### config.mk
export PLATFORM = sky130hd
export DESIGN_NAME = radio_status_frame_link_watchdog_top
export DESIGN_NICKNAME = d
export VERILOG_FILES = /design/src/rtl/rsflw_pkg.sv /design/src/rtl/rsflw_parser.sv /design/src/rtl/radio_status_frame_link_watchdog_top.sv
export VERILOG_INCLUDE_DIRS = /design/src /design/src/rtl
export SDC_FILE = /design/constraint.sdc
export NUM_CORES = 1
export LEC_CHECK = 0
export ABC_CLOCK_PERIOD_IN_PS = 3200
export BUFFER_PORTS_ARGS = -buffer_cell sky130_fd_sc_hd__buf_2
export CORE_MARGIN = 1
export CORE_UTILIZATION = 45
export CTS_CLUSTER_DIAMETER = 40
export DETAILED_ROUTE_END_ITERATION = 10
export GPL_TIMING_DRIVEN = 0
export HOLD_SLACK_MARGIN = 0.02
export PLACE_DENSITY = 0.82
export SETUP_SLACK_MARGIN = 0.15
export SYNTH_ARGS = -nofsm -noshare
export SYNTH_HDL_FRONTEND = slang
export SYNTH_SLANG_ARGS = --single-unit
### constraint.sdc
create_clock -name clk_i -period 3.2 [get_ports clk_i]
set_input_delay 0.16 -clock clk_i [delete_from_list [all_inputs] [get_ports clk_i]]
set_output_delay 0.16 -clock clk_i [all_outputs]
set_load 0.05 [all_outputs]
### src/rtl/radio_status_frame_link_watchdog_top_assert.svh
// ----------------------------------------------------------------------------
// radio status frame link watchdog assertion macros
// concurrent assertion wrappers, empty when SYNTHESIS is set
// ----------------------------------------------------------------------------
`ifndef RADIO_STATUS_FRAME_LINK_WATCHDOG_TOP_ASSERT_SVH
`define RADIO_STATUS_FRAME_LINK_WATCHDOG_TOP_ASSERT_SVH

`ifndef SYNTHESIS
`define RSFLW_ASSERT(name, clk, rst_n, prop) \
  name: assert property (@(posedge clk) disable iff (!rst_n) prop) \
    else $error("assertion failed");
`define RSFLW_ASSERT_MSG(name, clk, rst_n, prop, msg) \
  name: assert property (@(posedge clk) disable iff (!rst_n) prop) \
    else $error(msg);
`else
`define RSFLW_ASSERT(name, clk, rst_n, prop)
`define RSFLW_ASSERT_MSG(name, clk, rst_n, prop, msg)
`endif

`endif

### src/rtl/rsflw_pkg.sv
// ----------------------------------------------------------------------------
// rsflw_pkg
// shared constants and types of the radio status frame link watchdog
// ----------------------------------------------------------------------------
package rsflw_pkg;

  localparam logic [7:0] HDR_0      = 8'hAA;
  localparam logic [7:0] HDR_1      = 8'h55;
  localparam logic [7:0] HDR_2      = 8'h01;
  localparam logic [7:0] HDR_3      = 8'h02;
  localparam logic [7:0] CHECK_SEED = 8'hFC;
  localparam logic [7:0] LINK_UP    = 8'h02;

  localparam logic [7:0] SILENCE_TIMEOUT_RST = 8'd150;
  localparam logic [7:0] REST_TICKS_RST      = 8'd30;

  localparam logic KIND_BYTE = 1'b0;
  localparam logic KIND_TICK = 1'b1;

  localparam logic [1:0] WATCH_POWERUP = 2'd0;
  localparam logic [1:0] WATCH_ACTIVE  = 2'd1;
  localparam logic [1:0] WATCH_REST    = 2'd2;

  localparam int unsigned REG_ADDR_W = 3;
  localparam logic REG_SILENCE_TIMEOUT = 1'b0;
  localparam logic REG_REST_TICKS      = 1'b1;

  typedef struct packed {
    logic       ok;
    logic [7:0] strength;
    logic [7:0] link;
  } frame_t;

  typedef struct packed {
    logic [1:0] supervisor_phase;
    logic       frame_ok;
    logic [7:0] link_code;
    logic [7:0] signal_strength;
    logic       connected;
    logic       module_power;
  } result_t;

endpackage

### src/rtl/rsflw_parser.sv
// ----------------------------------------------------------------------------
// rsflw_parser
// status frame parser: header match, strength and link capture, check byte
// ----------------------------------------------------------------------------
`include "radio_status_frame_link_watchdog_top_assert.svh"

module rsflw_parser
  import rsflw_pkg::*;
(
  input  logic       clk_i,
  input  logic       rst_ni,
  input  logic       byte_valid_i,
  input  logic [7:0] byte_i,
  output frame_t     frame_o
);

  localparam logic [2:0] PH_HUNT     = 3'd0;
  localparam logic [2:0] PH_HDR1     = 3'd1;
  localparam logic [2:0] PH_HDR2     = 3'd2;
  localparam logic [2:0] PH_HDR3     = 3'd3;
  localparam logic [2:0] PH_STRENGTH = 3'd4;
  localparam logic [2:0] PH_LINK     = 3'd5;
  localparam logic [2:0] PH_CHECK    = 3'd6;

  logic [2:0] phase_q, phase_d;
  logic [7:0] strength_q, strength_d;
  logic [7:0] link_q, link_d;
  logic       check_ok;

  assign check_ok = (byte_i == (CHECK_SEED ^ strength_q ^ link_q));

  always_comb begin
    phase_d    = phase_q;
    strength_d = strength_q;
    link_d     = link_q;
    case (phase_q)
      PH_HUNT: begin
        if (byte_i == HDR_0) phase_d = PH_HDR1;
      end
      PH_HDR1: phase_d = (byte_i == HDR_1) ? PH_HDR2 : PH_HUNT;
      PH_HDR2: phase_d = (byte_i == HDR_2) ? PH_HDR3 : PH_HUNT;
      PH_HDR3: phase_d = (byte_i == HDR_3) ? PH_STRENGTH : PH_HUNT;
      PH_STRENGTH: begin
        strength_d = byte_i;
        phase_d    = PH_LINK;
      end
      PH_LINK: begin
        link_d  = byte_i;
        phase_d = PH_CHECK;
      end
      PH_CHECK: phase_d = PH_HUNT;
      default: phase_d = PH_HUNT;
    endcase
  end

  assign frame_o.ok       = byte_valid_i && (phase_q == PH_CHECK) && check_ok;
  assign frame_o.strength = strength_q;
  assign frame_o.link     = link_q;

  always_ff @(posedge clk_i or negedge rst_ni) begin
    if (!rst_ni) begin
      phase_q    <= PH_HUNT;
      strength_q <= '0;
      link_q     <= '0;
    end else if (byte_valid_i) begin
      phase_q    <= phase_d;
      strength_q <= strength_d;
      link_q     <= link_d;
    end
  end

  `RSFLW_ASSERT(a_strength_then_link, clk_i, rst_ni,
    byte_valid_i && (phase_q == PH_STRENGTH) |=> phase_q == PH_LINK)
  `RSFLW_ASSERT(a_link_then_check, clk_i, rst_ni,
    byte_valid_i && (phase_q == PH_LINK) |=> phase_q == PH_CHECK)
  `RSFLW_ASSERT_MSG(a_check_returns_hunt, clk_i, rst_ni,
    byte_valid_i && (phase_q == PH_CHECK) |=> phase_q == PH_HUNT,
    "parser did not return to hunting after a check byte")

endmodule

### src/rtl/radio_status_frame_link_watchdog_top.sv
// Radio status frame parser and link watchdog. Every accepted item (a
// received byte or a supervisor tick) produces exactly one result item,
// registered and presented on the master side in the cycle after acceptance.
// One item is accepted per clock; the single output register is the only
// limit, so the slave side stalls only while a result waits and the master
// side is not ready. Configuration is an APB port with silence_timeout at
// byte address 0 and rest_ticks at byte address 4; write it only while idle.
// ----------------------------------------------------------------------------
// radio_status_frame_link_watchdog_top
// frame parser, power supervisor, result register and configuration port
// ----------------------------------------------------------------------------
`include "radio_status_frame_link_watchdog_top_assert.svh"

module radio_status_frame_link_watchdog_top
  import rsflw_pkg::*;
(
  input  logic                  clk_i,
  input  logic                  rst_ni,
  // apb configuration
  input  logic                  psel,
  input  logic                  penable,
  input  logic                  pwrite,
  input  logic [REG_ADDR_W-1:0] paddr,
  input  logic [31:0]           pwdata,
  output logic [31:0]           prdata,
  output logic                  pready,
  // input items
  input  logic                  s_axis_tvalid,
  output logic                  s_axis_tready,
  input  logic [15:0]           s_axis_tdata,  // rx_byte[7:0], link_enabled, sys_on
  input  logic [0:0]            s_axis_tuser,  // kind
  // result items
  output logic                  m_axis_tvalid,
  input  logic                  m_axis_tready,
  output logic [23:0]           m_axis_tdata   // module_power, connected,
                                               // signal_strength[7:0], link_code[7:0],
                                               // frame_ok, supervisor_phase[1:0]
);

  logic [7:0] timeout_q, rest_q;
  logic       cfg_wr;
  logic       cfg_idx;

  logic       in_accept;
  logic       kind;
  logic [7:0] rx_byte;
  logic       tick_en;

  frame_t     frame;

  logic [1:0] watch_q, watch_d;
  logic [7:0] silence_q, silence_d;
  logic       power_q, power_d;
  logic       conn_q, conn_d;
  logic [7:0] rep_strength_q, rep_strength_d;
  logic [7:0] rep_link_q, rep_link_d;

  logic       out_valid_q;
  result_t    result_q, result_d;

  // configuration
  assign pready  = 1'b1;
  assign cfg_idx = paddr[2];
  assign cfg_wr  = psel && penable && pwrite && pready;
  assign prdata  = {24'd0, (cfg_idx == REG_REST_TICKS) ? rest_q : timeout_q};

  always_ff @(posedge clk_i or negedge rst_ni) begin
    if (!rst_ni) begin
      timeout_q <= SILENCE_TIMEOUT_RST;
      rest_q    <= REST_TICKS_RST;
    end else if (cfg_wr) begin
      case (cfg_idx)
        REG_SILENCE_TIMEOUT: timeout_q <= pwdata[7:0];
        REG_REST_TICKS:      rest_q    <= pwdata[7:0];
        default: ;
      endcase
    end
  end

  // input side
  assign s_axis_tready = !out_valid_q || m_axis_tready;
  assign in_accept     = s_axis_tvalid && s_axis_tready;
  assign kind          = s_axis_tuser[0];
  assign rx_byte       = s_axis_tdata[7:0];
  assign tick_en       = s_axis_tdata[8] && s_axis_tdata[9];

  rsflw_parser u_parser (
    .clk_i        (clk_i),
    .rst_ni       (rst_ni),
    .byte_valid_i (in_accept && (kind == KIND_BYTE)),
    .byte_i       (rx_byte),
    .frame_o      (frame)
  );

  // state update
  always_comb begin
    watch_d        = watch_q;
    silence_d      = silence_q;
    power_d        = power_q;
    conn_d         = conn_q;
    rep_strength_d = rep_strength_q;
    rep_link_d     = rep_link_q;
    if (in_accept) begin
      if (kind == KIND_BYTE) begin
        if (frame.ok) begin
          rep_strength_d = frame.strength;
          rep_link_d     = frame.link;
          conn_d         = (frame.link == LINK_UP);
          silence_d      = '0;
        end
      end else if (tick_en) begin
        case (watch_q)
          WATCH_POWERUP: begin
            power_d    = 1'b1;
            rep_link_d = '0;
            silence_d  = '0;
            conn_d     = 1'b0;
            watch_d    = WATCH_ACTIVE;
          end
          WATCH_ACTIVE: begin
            if (silence_q >= timeout_q) begin
              silence_d = '0;
              power_d   = 1'b0;
              watch_d   = WATCH_REST;
            end else begin
              silence_d = silence_q + 8'd1;
            end
          end
          WATCH_REST: begin
            silence_d = silence_q + 8'd1;
            if (silence_q >= rest_q) watch_d = WATCH_POWERUP;
          end
          default: watch_d = WATCH_POWERUP;
        endcase
      end
    end
  end

  always_comb begin
    result_d.module_power     = power_d;
    result_d.connected        = conn_d;
    result_d.signal_strength  = rep_strength_d;
    result_d.link_code        = rep_link_d;
    result_d.frame_ok         = frame.ok;
    result_d.supervisor_phase = watch_d;
  end

  always_ff @(posedge clk_i or negedge rst_ni) begin
    if (!rst_ni) begin
      watch_q        <= WATCH_POWERUP;
      silence_q      <= '0;
      power_q        <= 1'b0;
      conn_q         <= 1'b0;
      rep_strength_q <= '0;
      rep_link_q     <= '0;
    end else begin
      watch_q        <= watch_d;
      silence_q      <= silence_d;
      power_q        <= power_d;
      conn_q         <= conn_d;
      rep_strength_q <= rep_strength_d;
      rep_link_q     <= rep_link_d;
    end
  end

  // result register
  always_ff @(posedge clk_i or negedge rst_ni) begin
    if (!rst_ni) begin
      out_valid_q <= 1'b0;
    end else if (in_accept) begin
      out_valid_q <= 1'b1;
    end else if (m_axis_tready) begin
      out_valid_q <= 1'b0;
    end
  end

  always_ff @(posedge clk_i) begin
    if (in_accept) result_q <= result_d;
  end

  assign m_axis_tvalid = out_valid_q;
  assign m_axis_tdata  = {3'd0, result_q};

  `RSFLW_ASSERT_MSG(a_power_matches_phase, clk_i, rst_ni,
    power_q == (watch_q == WATCH_ACTIVE),
    "module power disagrees with supervisor phase")
  `RSFLW_ASSERT(a_connected_link_up, clk_i, rst_ni,
    conn_q |-> rep_link_q == LINK_UP)
  `RSFLW_ASSERT(a_accept_gives_result, clk_i, rst_ni,
    in_accept |=> out_valid_q)
  `RSFLW_ASSERT(a_frame_ok_consistent, clk_i, rst_ni,
    out_valid_q && result_q.frame_ok |->
      result_q.connected == (result_q.link_code == LINK_UP))

endmodule

# ---- Yosys cells after proc, flatten, opt, wreduce, memory -nomap -nowiden
# Cells that the tools add are included.
dict set report word_totals {
  ff_bits 85
  inputBits 59
  out_inout_bits 59
  elab_cells 98
}
dict set report op_classes {
  add_sub_neg 1
  order_cmp 2
  eq_ne 17
  mux 37
  bitwise_logic 4
  reduce_logical 19
}
# cell n
set op_table {}
lappend op_table {{8-bit two-way mux} 13}
lappend op_table {{8-bit case mux with 3 select lines} 1}
lappend op_table {{3-bit case mux with 6 select lines} 1}
lappend op_table {{8-bit by 2-bit == test with 1-bit output, second input constant} 2}
lappend op_table {{8-bit >= comparator} 2}
lappend op_table {{2-bit two-way mux} 7}
lappend op_table {{1-bit two-way mux} 11}
lappend op_table {{2-bit AND reduction} 5}
lappend op_table {{3-bit == test, second input constant} 3}
lappend op_table {{8-bit by 1-bit adder with 8-bit output, second input constant} 1}
lappend op_table {{8-bit by 1-bit == test with 1-bit output, second input constant} 1}
lappend op_table {{8-bit by 7-bit == test with 1-bit output, second input constant} 1}
lappend op_table {{8-bit == test} 1}
lappend op_table {{8-bit == test, second input constant} 1}
lappend op_table {{8-bit XOR} 1}
lappend op_table {{1-bit logical AND} 7}
lappend op_table {{3-bit by 2-bit == test with 1-bit output, second input constant} 2}
lappend op_table {{3-bit two-way mux} 2}
lappend op_table {{6-bit inverter} 1}
lappend op_table {{2-bit case mux with 3 select lines} 1}
lappend op_table {{2-bit by 1-bit != test with 1-bit output, second input constant} 2}
lappend op_table {{4-bit by 1-bit != test with 1-bit output, second input constant} 1}
lappend op_table {{4-bit AND reduction} 1}
lappend op_table {{2-bit nonzero test} 2}
lappend op_table {{other kinds (9)} 10}

# ---- Depth between registers and ports, before layout
dict set report depth {
  ltp_word 9
  mapped_depth 8
  depth_no_buf 8
}

# ---- Hierarchy
# Synthesis repeated with hierarchy kept, for this count alone.
dict set report unflattened {
  hier_cells 361
  hier_area_um2 4355.4
}
# module n_inst cells_per_inst area_per_inst_um2 seq_area_each_um2
set modules_own_cells {}
lappend modules_own_cells {radio_status_frame_link_watchdog_top 1 275 3355.7 1766.7}
lappend modules_own_cells {rsflw_parser 1 86 999.7 475.5}

# ---- Worst setup path before layout
# No wires, ideal clock.
dict set report synth_timing {
  path_kind {reg2reg}
  start {reg out_valid_q, in the netlist m_axis_tvalid}
  end {reg u_parser.strength_q[0]}
  setup_time_ns 0.125
  t_arrival_ns 2.644
  required_time_ns 3.075
  setup_slack_ns 0.431
  path_stages_with_launch 8
  n_path_buf 1
  period_less_slack_ns 2.769
  path_cell_list {dfrtp_1 > nand2b_1 > nand2_1 > inv_1 > nand2_1 > or3_1 > clkbuf_1 > mux2_2}
}
dict set report synth_via {
  elab_chain_len 5
}
# item line
set synth_lines {}
lappend synth_lines {{from (decl)} radio_status_frame_link_watchdog_top.sv:58} ;# logic out_valid_q;
lappend synth_lines {{from (signal assigned)} radio_status_frame_link_watchdog_top.sv:169} ;# out_valid_q <= 1'b0;
lappend synth_lines {{from (signal assigned)} radio_status_frame_link_watchdog_top.sv:171} ;# out_valid_q <= 1'b1;
lappend synth_lines {{from (signal assigned)} radio_status_frame_link_watchdog_top.sv:173} ;# out_valid_q <= 1'b0;
lappend synth_lines {{1-bit logical NOT} radio_status_frame_link_watchdog_top.sv:81} ;# assign s_axis_tready = !out_valid_q || m_axis_tready;
lappend synth_lines {{1-bit logical OR} radio_status_frame_link_watchdog_top.sv:81}
lappend synth_lines {{via s_axis_tready} radio_status_frame_link_watchdog_top.sv:29} ;# output logic s_axis_tready,
lappend synth_lines {{1-bit logical AND} radio_status_frame_link_watchdog_top.sv:82} ;# assign in_accept = s_axis_tvalid && s_axis_tready;
lappend synth_lines {{via in_accept} radio_status_frame_link_watchdog_top.sv:44} ;# logic in_accept;
lappend synth_lines {{1-bit logical AND} radio_status_frame_link_watchdog_top.sv:90} ;# .byte_valid_i (in_accept && (kind == KIND_BYTE)),
lappend synth_lines {{2-bit AND reduction (no line)} n/a}
lappend synth_lines {{to (signal assigned)} rsflw_parser.sv:67} ;# strength_q <= strength_d;
lappend synth_lines {{to (decl)} rsflw_parser.sv:26} ;# logic [7:0] strength_q, strength_d;
# The timed path passes the listed nets, and every way through them passes these cells.
# A chain may end at the register's enable or synchronous reset.

# ---- Worst setup path after layout
dict set report layout_timing {
  start {reg out_valid_q, in the netlist m_axis_tvalid}
  end {reg u_parser.strength_q[2]}
}
dict set report layout_via {
  elab_chain_len 5
}
# item line
set layout_lines {}
lappend layout_lines {{1-bit logical NOT} radio_status_frame_link_watchdog_top.sv:81}
lappend layout_lines {{1-bit logical OR} radio_status_frame_link_watchdog_top.sv:81}
lappend layout_lines {{1-bit logical AND} radio_status_frame_link_watchdog_top.sv:82}
lappend layout_lines {{via in_accept} radio_status_frame_link_watchdog_top.sv:44}
lappend layout_lines {{1-bit logical AND} radio_status_frame_link_watchdog_top.sv:90}
lappend layout_lines {{2-bit AND reduction (no line)} n/a}
# The timed path passes the listed nets, and every way through them passes these cells.

==> results.toml <==
[setup_path]
cp-start-kind = "flip-flop"
cp_num_buf_inv = 2
worst-path-stages = 7
cpMaxStageDelayCell = "inv_1"
arrival_ns = 2.90
path_class = "reg -> reg"
critPathMaxFanout = 22
path_delay_family = "buffers and inverters"
max_stage_delay_ns = 0.67
worstPathRequired_ns = 3.45
crit_path_frequent_cell = "nand2_1"
r2r_cells = 7
cp_cell_sequence = "nand2b_1 > nand2_1 > inv_1 > nand2_1 > or3_1 > clkbuf_1 > mux2_2"
end_kind = "flip-flop"

[floorplanning]
dieHeight_microns = 100
fp-row-count = 35
io_pins = 118
core_area_sq_mm = 0.00928
dieArea_sq_mm = 0.0100
start_util_pct = 46.6
die_x_microns = 100

[finish]
final_cell_mix = "56 x dfrtp_1, 55 x buf_2, 43 x mux2_2"
num_antenna_cells = 0
nNetsFinal = 521
final_common_cell = "dfrtp_1"
stdcell_count = 575
drive_above_1_share_pct = 34.8
final_core_util_pct = 54.7
areaGrowthSynthToFinish_pct = 17.5

[logic_synthesis]
avgSynthCellArea_sq_um = 12.5
yosysWarningCount = 0
yosys.area.top_type = "dfrtp_1"
synthesis.instances = 347
synth_seq_area_share_pct = 51.9
async_reset_ff_share_pct = 75.3
yosysTopAreaCellShare_pct = 32.4
synth_seq_cells = 85
ys.flop_type = "dfrtp_1"
synth_cell_types = 50
synth_edf_count = 21
synthTopCellsByArea = "dfrtp_1 32%, edfxtp_1 15%, mux2_2 11%"
syn_area_sq_mm = 0.00432

[clocking]
cts_buffer_depth = 2
cts_sinks = 85
clk_latency_ns = 0.36
ctsRootBufferMaster = "clkbuf_8"
tritoncts = "built"
cts_buffers = 9
htreeDepth = 3
path_clk_slew_ns = 0.09

[run]
cap_violations = 0

[outcome]
status = "complete, no violations"

[timing]
slew_violations = 0
tns_ns = 0
rsz0062_at_grt = "no"
period_needed_ns = 2.65
slew_headroom_pct = 41.8
fmax_mhz = 378
setup_viol = 0
fin_skew_ns = 0.0116
worstMarginPinSlew_ns = 0.872
finalHoldViolations = 0
fin_crit_sh_pct = 82.7

[place]
dp_cells = 558
numPortBuffers = 56
routabilityCongestion = 0.824
hpwlAfterDp_mm = 6.23

[drt]
vias_per_cell = 5.01
drtAntennaViolNets = 0
drt_iter0_markers = 117
drc = 0
route.vias.total = 2881
drt_pass1_iterations = 4
wl_per_cell_microns = 14.8
routed_wl_mm = 8.51

[grt]
grt_antenna_before_repair = 0
grt_pass1_vias = 2781
overflow = 0
grt_util_all_layers_pct = 17.9
grt_max_degree = 65
grt_pass1_wl_mm = 13.6

[pwr]
power_density_mw_per_mm2 = 552
p_leak_nw = 2.53
irDropWorstVdd_v = 0.000210
total_power_mw = 2.81

[hold_path]
hold_class = "in -> reg"
hold_depth = 2
-- per-layer routing --
metal  up-vias  share of wire [%]  global-route usage (%)
met5         -                  0                       0
met1      1372                 44                    22.7
met3        22                4.9                    3.41
met2       102                 48                    29.2
met4         0                2.9                    9.81
li1       1385                  -                       -
-- cell usage after synthesis (6+ instances only) --
| cell type | number |
|---|---|
| a21oi_1 | 6 |
| a22o_1 | 9 |
| and3_1 | 6 |
| buf_4 | 28 |
| dfrtp_1 | 56 |
| dfstp_2 | 8 |
| edfxtp_1 | 21 |
| ha_1 | 21 |
| inv_1 | 23 |
| mux2_2 | 43 |
| nand2_1 | 19 |
| nand2b_1 | 8 |
| nand3_1 | 7 |
| o21ai_0 | 17 |
-- worst reg2reg max path: cells and delay by family (launching register included) --
family                 cells  cell delay [ns]
DFF                        1             0.38
and+or+nand+nor            4             0.89
muxes                      1             0.35
buffers and inverters      2             0.92
-- final cells by class --
type                    instances  area, sq um
plain buffers                  33          229
clock buffers                   9          124
clock inverters                 7         80.1
fillers                       790         4210
inverters                      23         86.3
multi-input cells             232         1860
flip-flops and latches         85         2240
well taps                     129          161
repair buffers                 57          293
-- kinds of logic after synthesis --
group                    synth area share, %
flip-flops                              51.9
AND/OR/NAND/NOR                         10.6
buffers and inverters                   7.29
AO/OA/AOI/OAI                           8.65
multiplexers                            11.2
adder cells (fa/ha/maj)                 6.08
XOR/XNOR                                4.14
other                                  0.174
-- final timing paths --
path / endpoint / startpoint / slack, ns
setup / recovery: u_parser.strength_q[2] / m_axis_tvalid / 0.55
hold / removal: rest_q[0] / pwdata[0] / 0.04
setup reg to reg: u_parser.strength_q[2] / m_axis_tvalid / 0.55
hold reg to reg: rep_strength_q[4] / rep_strength_q[4] / 0.50
max in group asynchronous: silence_q[6] / rst_ni / 2.24
min in group asynchronous: u_parser.strength_q[0] / rst_ni / 0.45
-- repair_timing --
| action | CTS | global route |
|---|---|---|
| hold buffers | 0 | 1 |
| endpoints found under the setup margin | 0 | 0 |
| hold endpoints to repair | 0 | 56 |
| setup buffers | 0 | 0 |
| resized for setup | 0 | 0 |
-- report_power, final --
part / internal (mW) / switching (mW) / leakage [nW]
clock network: 0.371 / 0.401 / 0.104
registers: 1.23 / 0.0741 / 1.04
logic: 0.246 / 0.486 / 1.39
total: 1.85 / 0.961 / 2.53
-- per-stage QoR --
| stage | worst slack (ns) | hold WS, ns | area, sq um |
|---|---|---|---|
| 3_3_place_gp | 0.642 | 0.406 | 4860 |
| 2_1_floorplan | 0.431 | -0.136 | 4420 |
| 5_1_grt | 0.301 | 0.0362 | 5080 |
| 6_report | 0.553 | 0.0449 | 5080 |
| 4_1_cts | 0.566 | 0.0361 | 5070 |
| 3_5_place_dp | 0.581 | 0.414 | 4860 |
-- flip-flops by register name (all words and copies together), names as in the netlist --
name,cells
rest_q,8
m_axis_tdata,21
u_parser.strength_q,8
u_parser.phase_q,3
timeout_q,8
m_axis_tvalid,1
u_parser.link_q,8
silence_q,8
watch_q,2
rep_link_q,8
power_q,1
conn_q,1
rep_strength_q,8
Note: power is estimated with default switching activity, not from simulation.
